### config.mk
export PLATFORM = sky130hd
export DESIGN_NAME = led_fade_breath_animator_flat
export DESIGN_NICKNAME = d
export VERILOG_FILES = /design/src/rtl/lfba_pkg.sv /design/src/rtl/lfba_if.sv /design/src/rtl/led_fade_breath_animator.sv /design/src/rtl/lfba_div.sv /design/src/flat_wrapper.sv
export SDC_FILE = /design/constraint.sdc
export NUM_CORES = 1
export LEC_CHECK = 0
export ABC_AREA = 1
export BUFFER_PORTS_ARGS = -buffer_cell sky130_fd_sc_hd__buf_2
export CORE_MARGIN = 5
export CORE_UTILIZATION = 25
export DETAILED_ROUTE_END_ITERATION = 8
export PLACE_DENSITY = 0.44
export SETUP_SLACK_MARGIN = 0.2
export SYNTH_ARGS = -nofsm -noshare
export SYNTH_HDL_FRONTEND = slang
export SYNTH_SLANG_ARGS = --single-unit
### constraint.sdc
create_clock -name clk -period 5.5 [get_ports clk]
set_input_delay 0.825 -clock clk [delete_from_list [all_inputs] [get_ports clk]]
set_output_delay 0.825 -clock clk [all_outputs]
set_load 0.005 [all_outputs]
### src/rtl/lfba_pkg.sv
// Shared constants, codes and types of the LED fade and breath animator.
package lfba_pkg;

  localparam int CHANNELS = 4;
  localparam int CH_W = (CHANNELS > 1) ? $clog2(CHANNELS) : 1;

  localparam int NUM_W = 24;
  localparam int DEN_W = 16;
  localparam int DIV_CW = $clog2(NUM_W);

  localparam logic [6:0] PCT_MAX = 7'd100;
  localparam logic [15:0] PERIOD_DEF = 16'd200;
  localparam logic [15:0] PERIOD_MIN = 16'd2;
  localparam logic [7:0] SOLID_STEP_DEF = 8'd4;
  localparam logic [7:0] BREATH_STEP_DEF = 8'd2;

  // Command codes.
  localparam logic [2:0] ACT_TICK = 3'd0;
  localparam logic [2:0] ACT_SET = 3'd1;
  localparam logic [2:0] ACT_SOLID = 3'd2;
  localparam logic [2:0] ACT_BREATH = 3'd3;
  localparam logic [2:0] ACT_FADE_IN = 3'd4;
  localparam logic [2:0] ACT_FADE_OUT = 3'd5;

  // Channel mode codes.
  localparam logic [2:0] MODE_OFF = 3'd0;
  localparam logic [2:0] MODE_SOLID = 3'd1;
  localparam logic [2:0] MODE_FADE_IN = 3'd2;
  localparam logic [2:0] MODE_FADE_OUT = 3'd3;
  localparam logic [2:0] MODE_BREATH = 3'd4;

  // Configuration register indexes.
  localparam logic [2:0] REG_SOLID_GOAL = 3'd0;
  localparam logic [2:0] REG_SOLID_STEP = 3'd1;
  localparam logic [2:0] REG_BREATH_MIN = 3'd2;
  localparam logic [2:0] REG_BREATH_MAX = 3'd3;
  localparam logic [2:0] REG_BREATH_PERIOD = 3'd4;
  localparam logic [2:0] REG_BREATH_STEP = 3'd5;

  // One channel's stored state.
  typedef struct packed {
    logic [2:0]  mode;
    logic [6:0]  bright;
    logic [6:0]  target;
    logic [7:0]  step;
    logic [6:0]  low;
    logic [6:0]  high;
    logic [15:0] period;
    logic [15:0] phase;
  } chan_t;

  // Clamp an 8-bit level to a percent.
  function automatic logic [6:0] clamp8(input logic [7:0] v);
    clamp8 = (v > 8'(PCT_MAX)) ? PCT_MAX : v[6:0];
  endfunction

endpackage

### src/rtl/lfba_if.sv
// Channel interfaces of the LED fade and breath animator.
interface lfba_cmd_if;
  logic       valid;
  logic       ready;
  logic [2:0] action;
  logic [3:0] channel;
  logic [7:0] level;
  logic       interpolate;
  modport source (output valid, action, channel, level, interpolate, input ready);
  modport sink (input valid, action, channel, level, interpolate, output ready);
endinterface

interface lfba_res_if;
  logic       valid;
  logic       ready;
  logic [3:0] out_channel;
  logic [6:0] brightness;
  logic       last;
  modport source (output valid, out_channel, brightness, last, input ready);
  modport sink (input valid, out_channel, brightness, last, output ready);
endinterface

interface lfba_cfg_if;
  logic        valid;
  logic        ready;
  logic [2:0]  index;
  logic [15:0] data;
  modport source (output valid, index, data, input ready);
  modport sink (input valid, index, data, output ready);
endinterface

### src/rtl/led_fade_breath_animator.sv
// Top level of the LED fade and breath animator.
//
// Channels: cmd takes one command beat (action, channel, level, interpolate),
// res gives result beats (out_channel, brightness, last), cfg writes one of
// six registers (index, data) and is always ready.
// A tick command steps every channel and gives one beat per channel, channel
// 0 first, last set on the final one. Any other command gives one beat with
// last set, reporting the addressed channel after the command; a channel id
// at or above the channel count changes nothing and reports 0.
// Per-channel state lives in a small synchronous memory; each channel is
// read, updated and written back in turn. A command with an out-of-range
// channel id skips the read and goes straight to its beat. Each breathing
// channel in a tick makes two passes through the serial divider (phase
// modulo period, then level scaling); off, solid and fade modes skip it.
// cmd is ready only while no command is in progress. The result sits in an
// output register; a stalled receiver holds the sequencer before it writes
// the next channel back. Reset clears all channel state to off at once and
// loads the register defaults; no clearing pass is needed.
module led_fade_breath_animator (
  input  logic              clk,
  input  logic              rst,
  lfba_cmd_if.sink          cmd,
  lfba_res_if.source        res,
  lfba_cfg_if.sink          cfg
);

  typedef enum logic [2:0] {
    S_IDLE, S_RD, S_CALC, S_MOD, S_LVL, S_EMIT
  } state_t;

  state_t state;

  // Configuration registers.
  logic [7:0]  solid_goal, solid_step, breath_min, breath_max, breath_step;
  logic [15:0] breath_period;

  assign cfg.ready = 1'b1;

  always_ff @(posedge clk) begin
    if (rst) begin
      solid_goal <= 8'd100;
      solid_step <= 8'd4;
      breath_min <= 8'd10;
      breath_max <= 8'd100;
      breath_period <= 16'd200;
      breath_step <= 8'd2;
    end else if (cfg.valid) begin
      case (cfg.index)
        lfba_pkg::REG_SOLID_GOAL: solid_goal <= cfg.data[7:0];
        lfba_pkg::REG_SOLID_STEP: solid_step <= cfg.data[7:0];
        lfba_pkg::REG_BREATH_MIN: breath_min <= cfg.data[7:0];
        lfba_pkg::REG_BREATH_MAX: breath_max <= cfg.data[7:0];
        lfba_pkg::REG_BREATH_PERIOD: breath_period <= cfg.data;
        lfba_pkg::REG_BREATH_STEP: breath_step <= cfg.data[7:0];
        default: ;
      endcase
    end
  end

  // Channel state memory with valid bits; an unwritten entry reads as zero.
  lfba_pkg::chan_t             mem [lfba_pkg::CHANNELS];
  logic [lfba_pkg::CHANNELS-1:0] mem_vld;
  lfba_pkg::chan_t             rd_data;
  logic                        rd_vld;
  logic                        mem_we;
  lfba_pkg::chan_t             cur;

  // Command registers.
  logic [2:0]              act;
  logic [3:0]              ch_id;
  logic [lfba_pkg::CH_W-1:0] idx;
  logic [7:0]              lvl_in;
  logic                    interp;
  logic                    in_range;
  logic                    in_range_q;
  logic                    emit_last;

  lfba_pkg::chan_t         ent;
  logic [15:0]             half;
  logic [6:0]              span;
  logic                    lower;

  // Divider.
  logic                         div_start;
  logic                         div_done;
  logic [lfba_pkg::NUM_W-1:0]   div_num;
  logic [lfba_pkg::DEN_W-1:0]   div_den;
  logic [lfba_pkg::NUM_W-1:0]   div_q;
  logic [lfba_pkg::DEN_W-1:0]   div_r;

  lfba_div u_div (
    .clk      (clk),
    .rst      (rst),
    .start    (div_start),
    .dividend (div_num),
    .divisor  (div_den),
    .done     (div_done),
    .quot     (div_q),
    .rem      (div_r)
  );

  always_ff @(posedge clk) begin
    rd_data <= mem[idx];
    if (mem_we) begin
      mem[idx] <= ent;
    end
  end

  always_ff @(posedge clk) begin
    if (rst) begin
      mem_vld <= '0;
      rd_vld <= 1'b0;
    end else begin
      rd_vld <= mem_vld[idx];
      if (mem_we) begin
        mem_vld[idx] <= 1'b1;
      end
    end
  end

  assign cur = rd_vld ? rd_data : '0;

  // Command update of the addressed channel.
  lfba_pkg::chan_t cmd_ent;
  logic [15:0]     per_cfg;

  always_comb begin
    cmd_ent = cur;
    per_cfg = (breath_period == 16'd0) ? lfba_pkg::PERIOD_DEF : breath_period;
    if (per_cfg == 16'd1) begin
      per_cfg = lfba_pkg::PERIOD_MIN;
    end
    case (act)
      lfba_pkg::ACT_SET: begin
        cmd_ent.mode = lfba_pkg::MODE_SOLID;
        cmd_ent.target = lfba_pkg::clamp8(lvl_in);
        cmd_ent.bright = lfba_pkg::clamp8(lvl_in);
      end
      lfba_pkg::ACT_SOLID: begin
        cmd_ent.mode = lfba_pkg::MODE_SOLID;
        cmd_ent.target = lfba_pkg::clamp8(solid_goal);
        cmd_ent.step = (solid_step == 8'd0) ? lfba_pkg::SOLID_STEP_DEF : solid_step;
        if (!interp) begin
          cmd_ent.bright = lfba_pkg::clamp8(solid_goal);
        end
      end
      lfba_pkg::ACT_BREATH: begin
        cmd_ent.mode = lfba_pkg::MODE_BREATH;
        cmd_ent.low = lfba_pkg::clamp8(breath_min);
        cmd_ent.high = lfba_pkg::clamp8(breath_max);
        cmd_ent.period = per_cfg;
        cmd_ent.step = (breath_step == 8'd0) ? lfba_pkg::BREATH_STEP_DEF : breath_step;
        if (!interp) begin
          cmd_ent.phase = 16'd0;
        end
      end
      lfba_pkg::ACT_FADE_IN: begin
        cmd_ent.mode = lfba_pkg::MODE_FADE_IN;
        cmd_ent.target = lfba_pkg::PCT_MAX;
        if (cur.step == 8'd0) begin
          cmd_ent.step = lfba_pkg::SOLID_STEP_DEF;
        end
      end
      lfba_pkg::ACT_FADE_OUT: begin
        cmd_ent.mode = lfba_pkg::MODE_FADE_OUT;
        cmd_ent.target = 7'd0;
        if (cur.step == 8'd0) begin
          cmd_ent.step = lfba_pkg::SOLID_STEP_DEF;
        end
      end
      default: ;
    endcase
  end

  // Tick update for the ramping modes.
  lfba_pkg::chan_t tick_ent;
  logic [8:0]      up_sum;
  logic signed [9:0] dn_sum;
  logic [15:0]     per_ch;

  always_comb begin
    tick_ent = cur;
    up_sum = {2'b0, cur.bright} + {1'b0, cur.step};
    dn_sum = $signed({3'b0, cur.bright}) - $signed({2'b0, cur.step});
    per_ch = (cur.period == 16'd0) ? lfba_pkg::PERIOD_DEF : cur.period;
    if (per_ch == 16'd1) begin
      per_ch = lfba_pkg::PERIOD_MIN;
    end
    case (cur.mode)
      lfba_pkg::MODE_OFF: tick_ent.bright = 7'd0;
      lfba_pkg::MODE_SOLID: begin
        if (cur.bright < cur.target) begin
          tick_ent.bright = (up_sum > {2'b0, cur.target}) ? cur.target : up_sum[6:0];
        end else if (cur.bright > cur.target) begin
          tick_ent.bright = (dn_sum < $signed({3'b0, cur.target})) ? cur.target
                                                                  : dn_sum[6:0];
        end
      end
      lfba_pkg::MODE_FADE_IN: begin
        tick_ent.mode = lfba_pkg::MODE_SOLID;
        if (cur.bright < cur.target) begin
          if (up_sum >= {2'b0, cur.target}) begin
            tick_ent.bright = cur.target;
          end else begin
            tick_ent.bright = up_sum[6:0];
            tick_ent.mode = lfba_pkg::MODE_FADE_IN;
          end
        end
      end
      lfba_pkg::MODE_FADE_OUT: begin
        tick_ent.mode = lfba_pkg::MODE_OFF;
        if (cur.bright > cur.target) begin
          if (dn_sum <= $signed({3'b0, cur.target})) begin
            tick_ent.bright = cur.target;
          end else begin
            tick_ent.bright = dn_sum[6:0];
            tick_ent.mode = lfba_pkg::MODE_FADE_OUT;
          end
        end
      end
      default: tick_ent.period = per_ch;
    endcase
  end

  // Breath level from the scaled offset.
  logic [7:0]        up_lvl;
  logic signed [8:0] dn_lvl;
  logic [6:0]        breath_lvl;

  assign up_lvl = {1'b0, ent.low} + {1'b0, div_q[6:0]};
  assign dn_lvl = $signed({2'b0, ent.high}) - $signed({2'b0, div_q[6:0]});

  always_comb begin
    if (lower) begin
      breath_lvl = (up_lvl > {1'b0, lfba_pkg::PCT_MAX}) ? lfba_pkg::PCT_MAX : up_lvl[6:0];
    end else begin
      breath_lvl = dn_lvl[8] ? 7'd0 : dn_lvl[6:0];
    end
  end

  assign in_range = ({1'b0, cmd.channel} < 5'(lfba_pkg::CHANNELS));
  assign cmd.ready = (state == S_IDLE);
  assign mem_we = (state == S_EMIT) && (!res.valid || res.ready) && in_range_q;

  assign emit_last = (act != lfba_pkg::ACT_TICK) ||
                     (idx == lfba_pkg::CH_W'(lfba_pkg::CHANNELS - 1));

  // Sequencer and output register.
  always_ff @(posedge clk) begin
    if (rst) begin
      state <= S_IDLE;
      res.valid <= 1'b0;
      div_start <= 1'b0;
      idx <= '0;
    end else begin
      div_start <= 1'b0;
      if (res.valid && res.ready) begin
        res.valid <= 1'b0;
      end
      case (state)
        S_IDLE: begin
          if (cmd.valid) begin
            act <= cmd.action;
            ch_id <= cmd.channel;
            lvl_in <= cmd.level;
            interp <= cmd.interpolate;
            if (cmd.action == lfba_pkg::ACT_TICK) begin
              idx <= '0;
              in_range_q <= 1'b1;
              state <= S_RD;
            end else begin
              idx <= cmd.channel[lfba_pkg::CH_W-1:0];
              in_range_q <= in_range;
              ent <= '0;
              state <= in_range ? S_RD : S_EMIT;
            end
          end
        end
        S_RD: state <= S_CALC;
        S_CALC: begin
          if (act != lfba_pkg::ACT_TICK) begin
            ent <= cmd_ent;
            state <= S_EMIT;
          end else begin
            ent <= tick_ent;
            if (cur.mode >= lfba_pkg::MODE_BREATH) begin
              div_num <= lfba_pkg::NUM_W'({1'b0, cur.phase} + 17'd1);
              div_den <= per_ch;
              half <= {1'b0, per_ch[15:1]};
              span <= (cur.high >= cur.low) ? cur.high - cur.low : cur.low - cur.high;
              div_start <= 1'b1;
              state <= S_MOD;
            end else begin
              state <= S_EMIT;
            end
          end
        end
        S_MOD: begin
          if (div_done) begin
            ent.phase <= div_r;
            lower <= (div_r < half);
            state <= S_LVL;
            div_start <= 1'b1;
            div_num <= lfba_pkg::NUM_W'(span) *
                       lfba_pkg::NUM_W'((div_r < half) ? div_r : div_r - half);
            div_den <= half;
          end
        end
        S_LVL: begin
          if (div_done) begin
            ent.bright <= breath_lvl;
            state <= S_EMIT;
          end
        end
        S_EMIT: begin
          if (!res.valid || res.ready) begin
            res.valid <= 1'b1;
            res.out_channel <= (act == lfba_pkg::ACT_TICK) ? 4'(idx) : ch_id;
            res.brightness <= in_range_q ? ent.bright : 7'd0;
            res.last <= emit_last;
            if (emit_last) begin
              state <= S_IDLE;
            end else begin
              idx <= idx + 1'b1;
              state <= S_RD;
            end
          end
        end
        default: state <= S_IDLE;
      endcase
    end
  end

`ifndef SYNTHESIS
  a_bright_range: assert property (@(posedge clk) disable iff (rst)
    res.valid |-> res.brightness <= lfba_pkg::PCT_MAX)
    else $error("brightness above full scale");

  a_last_order: assert property (@(posedge clk) disable iff (rst)
    (res.valid && !res.last) |-> res.out_channel < 4'(lfba_pkg::CHANNELS - 1))
    else $error("tick beat without last on final channel");

  a_no_accept_busy: assert property (@(posedge clk) disable iff (rst)
    (state == S_MOD || state == S_LVL) |-> !cmd.ready)
    else $error("command ready while divider in use");
`endif

endmodule

### src/rtl/lfba_div.sv
// Restoring serial divider, one quotient bit per cycle.
module lfba_div (
  input  logic                       clk,
  input  logic                       rst,
  input  logic                       start,
  input  logic [lfba_pkg::NUM_W-1:0] dividend,
  input  logic [lfba_pkg::DEN_W-1:0] divisor,
  output logic                       done,
  output logic [lfba_pkg::NUM_W-1:0] quot,
  output logic [lfba_pkg::DEN_W-1:0] rem
);

  logic                        busy;
  logic [lfba_pkg::DIV_CW-1:0] cnt;
  logic [lfba_pkg::NUM_W-1:0]  dvd;
  logic [lfba_pkg::DEN_W-1:0]  den;
  logic [lfba_pkg::DEN_W-1:0]  r;
  logic [lfba_pkg::DEN_W:0]    trial;
  logic                        ge;

  // Shift in the next dividend bit and try the subtraction.
  assign trial = {r, dvd[lfba_pkg::NUM_W-1]};
  assign ge = (trial >= {1'b0, den});

  always_ff @(posedge clk) begin
    if (rst) begin
      busy <= 1'b0;
      done <= 1'b0;
      cnt <= '0;
    end else begin
      done <= 1'b0;
      if (start) begin
        busy <= 1'b1;
        cnt <= '0;
      end else if (busy) begin
        cnt <= cnt + 1'b1;
        if (cnt == lfba_pkg::DIV_CW'(lfba_pkg::NUM_W - 1)) begin
          busy <= 1'b0;
          done <= 1'b1;
        end
      end
    end
  end

  // Datapath: the quotient collects in the dividend register.
  always_ff @(posedge clk) begin
    if (start) begin
      dvd <= dividend;
      den <= divisor;
      r <= '0;
    end else if (busy) begin
      r <= ge ? lfba_pkg::DEN_W'(trial - {1'b0, den}) : trial[lfba_pkg::DEN_W-1:0];
      dvd <= {dvd[lfba_pkg::NUM_W-2:0], ge};
    end
  end

  assign quot = dvd;
  assign rem = r;

endmodule

### src/flat_wrapper.sv
// flat-port wrapper written by rule: the top's interface ports become plain ports
module led_fade_breath_animator_flat 
  (clk, rst, cmd_valid, cmd_action, cmd_channel, cmd_level, cmd_interpolate, cmd_ready, res_valid, res_out_channel, res_brightness, res_last, res_ready, cfg_valid, cfg_index, cfg_data, cfg_ready);
  lfba_cmd_if cmd_i ();
  lfba_res_if res_i ();
  lfba_cfg_if cfg_i ();
  input  logic clk;
  input  logic rst;
  input wire logic [$bits(cmd_i.valid)-1:0] cmd_valid;
  input wire logic [$bits(cmd_i.action)-1:0] cmd_action;
  input wire logic [$bits(cmd_i.channel)-1:0] cmd_channel;
  input wire logic [$bits(cmd_i.level)-1:0] cmd_level;
  input wire logic [$bits(cmd_i.interpolate)-1:0] cmd_interpolate;
  output wire logic [$bits(cmd_i.ready)-1:0] cmd_ready;
  output wire logic [$bits(res_i.valid)-1:0] res_valid;
  output wire logic [$bits(res_i.out_channel)-1:0] res_out_channel;
  output wire logic [$bits(res_i.brightness)-1:0] res_brightness;
  output wire logic [$bits(res_i.last)-1:0] res_last;
  input wire logic [$bits(res_i.ready)-1:0] res_ready;
  input wire logic [$bits(cfg_i.valid)-1:0] cfg_valid;
  input wire logic [$bits(cfg_i.index)-1:0] cfg_index;
  input wire logic [$bits(cfg_i.data)-1:0] cfg_data;
  output wire logic [$bits(cfg_i.ready)-1:0] cfg_ready;
  assign cmd_i.valid = cmd_valid;
  assign cmd_i.action = cmd_action;
  assign cmd_i.channel = cmd_channel;
  assign cmd_i.level = cmd_level;
  assign cmd_i.interpolate = cmd_interpolate;
  assign cmd_ready = cmd_i.ready;
  assign res_valid = res_i.valid;
  assign res_out_channel = res_i.out_channel;
  assign res_brightness = res_i.brightness;
  assign res_last = res_i.last;
  assign res_i.ready = res_ready;
  assign cfg_i.valid = cfg_valid;
  assign cfg_i.index = cfg_index;
  assign cfg_i.data = cfg_data;
  assign cfg_ready = cfg_i.ready;
  led_fade_breath_animator u_core (.clk(clk), .rst(rst), .cmd(cmd_i), .res(res_i), .cfg(cfg_i));
endmodule
==> run metrics <==
standard cell with the maximum stage delay on the critical path=fa_1; global placement routability congestion=0.8900; Total Wirelength=102,400 µm; share of async-settable or async-resettable flops after synthesis=0%; CTS tree=done; buffer type at the clock tree root=clkbuf_16; effective utilization at floorplan=25.13%; via/cell ratio=4.579; Static Leakage=16.11 nW; fraction of the yosys area taken by sequential cells=53.27%; delay contributed by the slowest stage of the critical path=0.56 ns; cell mode on critical path=fa_1; worst hold start=cmd_level[1]; remaining routing DRC violations=0; insertion delay to the later sink of the worst-skew pair=0.66 ns; element type at the critical path end=flip-flop; CTS clock-pin slew for the worst setup and hold paths=0.07 ns; placed wire-length estimate=70,610 µm; number of endpoints with negative hold slack in the final report=0; worst-path maximum fanout=6; via count of the first global-routing pass=25.03k; height of the chip=376.3 µm; worst-case reg-to-reg path depth=30; data required time at the worst endpoint=5.89 ns; cell area after placement=37,270 µm²; starting DRC count in detailed routing=1,655; post-placement setup slack=-0.4510 ns; Setup Skew=0.05569 ns; synthesized net count=3,747; Syn Area/Cell=9.636 µm²; class of the most critical setup path=reg2reg; synthesized area=33,540 µm²; global-route wire length before repair=155,700 µm; number of synthesized flops with an enable pin=487; power density of the placed cells=698.3 nW/µm²; Hold Path Stages=1; CTS H-Tree Depth=3; Setup WS post-layout=-0.3807 ns; core box area=133,500 µm²; Max-cap violations=0; clock period minus final worst setup slack=5.881 ns; synthesized flop and latch total=649; Primary FF master, synth=edfxtp_1; pin slew with the least headroom to its limit=1.084 ns; number of pins with negative max-slew slack in the final report=0; maximum buffer depth of the clock tree=3; final critical-path share of the clock period=106.9%; pin count of the biggest net entering global routing=89; Largest delay share family, worst path=adder cells; clock tree sinks=649; number of buffers added on ports=53; ANT nets after route=0; violations in the final reports=negative setup slack; critical path data arrival time=6.28 ns; Syn. warnings=0; setup slack of the most critical reg-to-reg path=-0.38 ns; die area=141,600 µm²; worst vdd rail ir drop=1052 µV; average wire length per cell after detail routing=18.53 µm; number of buffers and inverters on the critical path=9; hold slack=0.3391 ns; drt pass-1 iters=8; endpoint of the lowest-slack register-to-register path=u_core.div_num[17]; I/O pin count=55; RSZ-0062 raised after global routing=yes; standard-cell rows=134; reg2reg start=u_core.half[12]; remaining max-slew budget at the tightest pin=27.21%; Total Routing Usage GR=14.18%; Filler Cell Count=14.05k; final net count=3,960; Finish-stage setup viols=16; Hold Path End=u_core.lvl_in[1]; Yosys cell types=58; total clock buffers created by CTS=75; antenna violations before repair=1; routed vias=25.31k; overflow left after global routing=0; startpoint type of the worst setup path=flip-flop; die boundary width=376.3 µm; total of hold buffers inserted after clock tree synthesis=0; Fmax=0.1700 GHz; most frequent standard cell in the layout excluding fill and tap cells=nand2_1; Total Power Consumption=0.02826 W; area of all placed cells without fillers=40,460 µm²; Hold Path Class=in2reg; most used cells in the layout excluding fill and tap cells=nand2_1, edfxtp_1, nor2_1; outcome=complete, but fails checks; Synth Instances=3,481; share of layout cells above drive strength 1=15.36%; relative area change from synthesis to final layout=20.64%
## power by group
| group | internal, W | switching, W |
|---|---|---|
| combinational | 0.00709 | 0.00958 |
| sequential | 0.00609 | 0.000481 |
| clock | 0.00289 | 0.00212 |
## cell families after synthesis
family | count (synthesis) | synth area share (%)
compound gates | 751 | 12.78
xor+xnor | 55 | 1.436
fa+ha+maj | 226 | 10.60
buf+inv | 516 | 6.069
flops | 649 | 53.27
mux | 3 | 0.09698
other cells | 1 | 0.01118
simple gates | 1280 | 15.74
## per-stage QoR
stage	TNS [ns]	utilization, %	instances
global placement	-4.503	27.93	5362
floorplan	-0.02254	-	3481
finish	-3.676	30.32	5526
CTS	-3.156	30.12	5513
detailed placement	-5.404	27.93	5362
global route	-8.975	30.32	5525
## Yosys cell counts, types with 8 or more instances
| master | number | area [µm²] |
|---|---|---|
| o211ai_1 | 30 | 225.2 |
| a21oi_1 | 201 | 1006 |
| buf_2 | 15 | 75.07 |
| xnor2_1 | 24 | 210.2 |
| nand4_1 | 28 | 175.2 |
| inv_1 | 377 | 1415 |
| o21bai_1 | 8 | 60.06 |
| clkbuf_1 | 95 | 356.6 |
| xor2_1 | 31 | 271.5 |
| nand2_1 | 582 | 2185 |
| ha_1 | 129 | 1614 |
| nor2_1 | 430 | 1614 |
| fa_1 | 97 | 1942 |
| nor3_1 | 36 | 180.2 |
| nor4_1 | 11 | 68.82 |
| dfxtp_1 | 162 | 3243 |
| nand3_1 | 150 | 750.7 |
| or2_2 | 9 | 56.30 |
| o22ai_1 | 99 | 619.3 |
| a31oi_1 | 14 | 87.58 |
| o21ai_2 | 11 | 96.34 |
| o21ai_0 | 329 | 1647 |
| or2_1 | 8 | 50.05 |
| clkinv_1 | 10 | 37.54 |
| edfxtp_1 | 487 | 14620 |
| o21a_1 | 8 | 60.06 |
| a21o_1 | 8 | 60.06 |
## worst max-delay path by stage
stage	from	endpoint	slack, ns	cells past startpoint
final	u_core.half[12]	u_core.div_num[17]	-0.38	30
after global routing	u_core.half[2]	u_core.div_num[20]	-0.65	27
after CTS	u_core.half[2]	u_core.div_num[19]	-0.29	29
after detailed placement	u_core.half[3]	u_core.div_num[22]	-0.45	28
after global placement	u_core.half[3]	u_core.div_num[22]	-0.37	28
after floorplan	u_core.half[10]	u_core.div_num[13]	-0.02	31
## sequential cells by signal, indices dropped and copies added, names as in the netlist, 15 cells and up
register	cells
u_core.half	15
u_core.ent	71
u_core.u_div.rem	16
u_core.u_div.den	16
u_core.breath_period	16
u_core.div_den	16
u_core.u_div.quot	24
u_core.rd_data	71
u_core.div_num	24
u_core.mem	284
## what timing repair did
item | CTS | global route
gates resized for setup | 97 | 52
pin swaps | 44 | 34
cloned | 1 | 0
buffers inserted | 10 | 12
endpoints found under the setup margin | 18 | 19
## metal layers
metal	GRT usage (%)	vias up	routed length, µm
li1	-	12340	-
met1	18.94	12320	47120
met2	24.08	502	48800
met3	1.838	142	3543
met4	4.141	0	2922
met5	0	-	0
## worst reg2reg max path, delay by kind of cell (launching register included)
family | cells | cell delay, ns
compound gates | 6 | 0.87
simple gates | 9 | 0.91
buf+inv | 9 | 0.85
fa+ha+maj | 6 | 2.62
flops | 1 | 0.42
## area by class of cell
| cell class | instances | area [µm²] | share of cell area, % |
|---|---|---|---|
| Sequential cell | 649 | 17880 | 44.18 |
| Multi-Input combinational cell | 2316 | 14470 | 35.75 |
| Tap cell | 1768 | 2212 | 5.467 |
| Clock buffer | 105 | 2049 | 5.065 |
| Timing Repair Buffer | 259 | 1932 | 4.774 |
| Inverter | 392 | 1483 | 3.664 |
| Clock inverter | 35 | 430.4 | 1.064 |
| Timing Repair inverter | 1 | 11.26 | 0.02783 |
| Antenna cell | 1 | 2.502 | 0.006184 |
No activity file was read; power rests on OpenSTA's default activity.
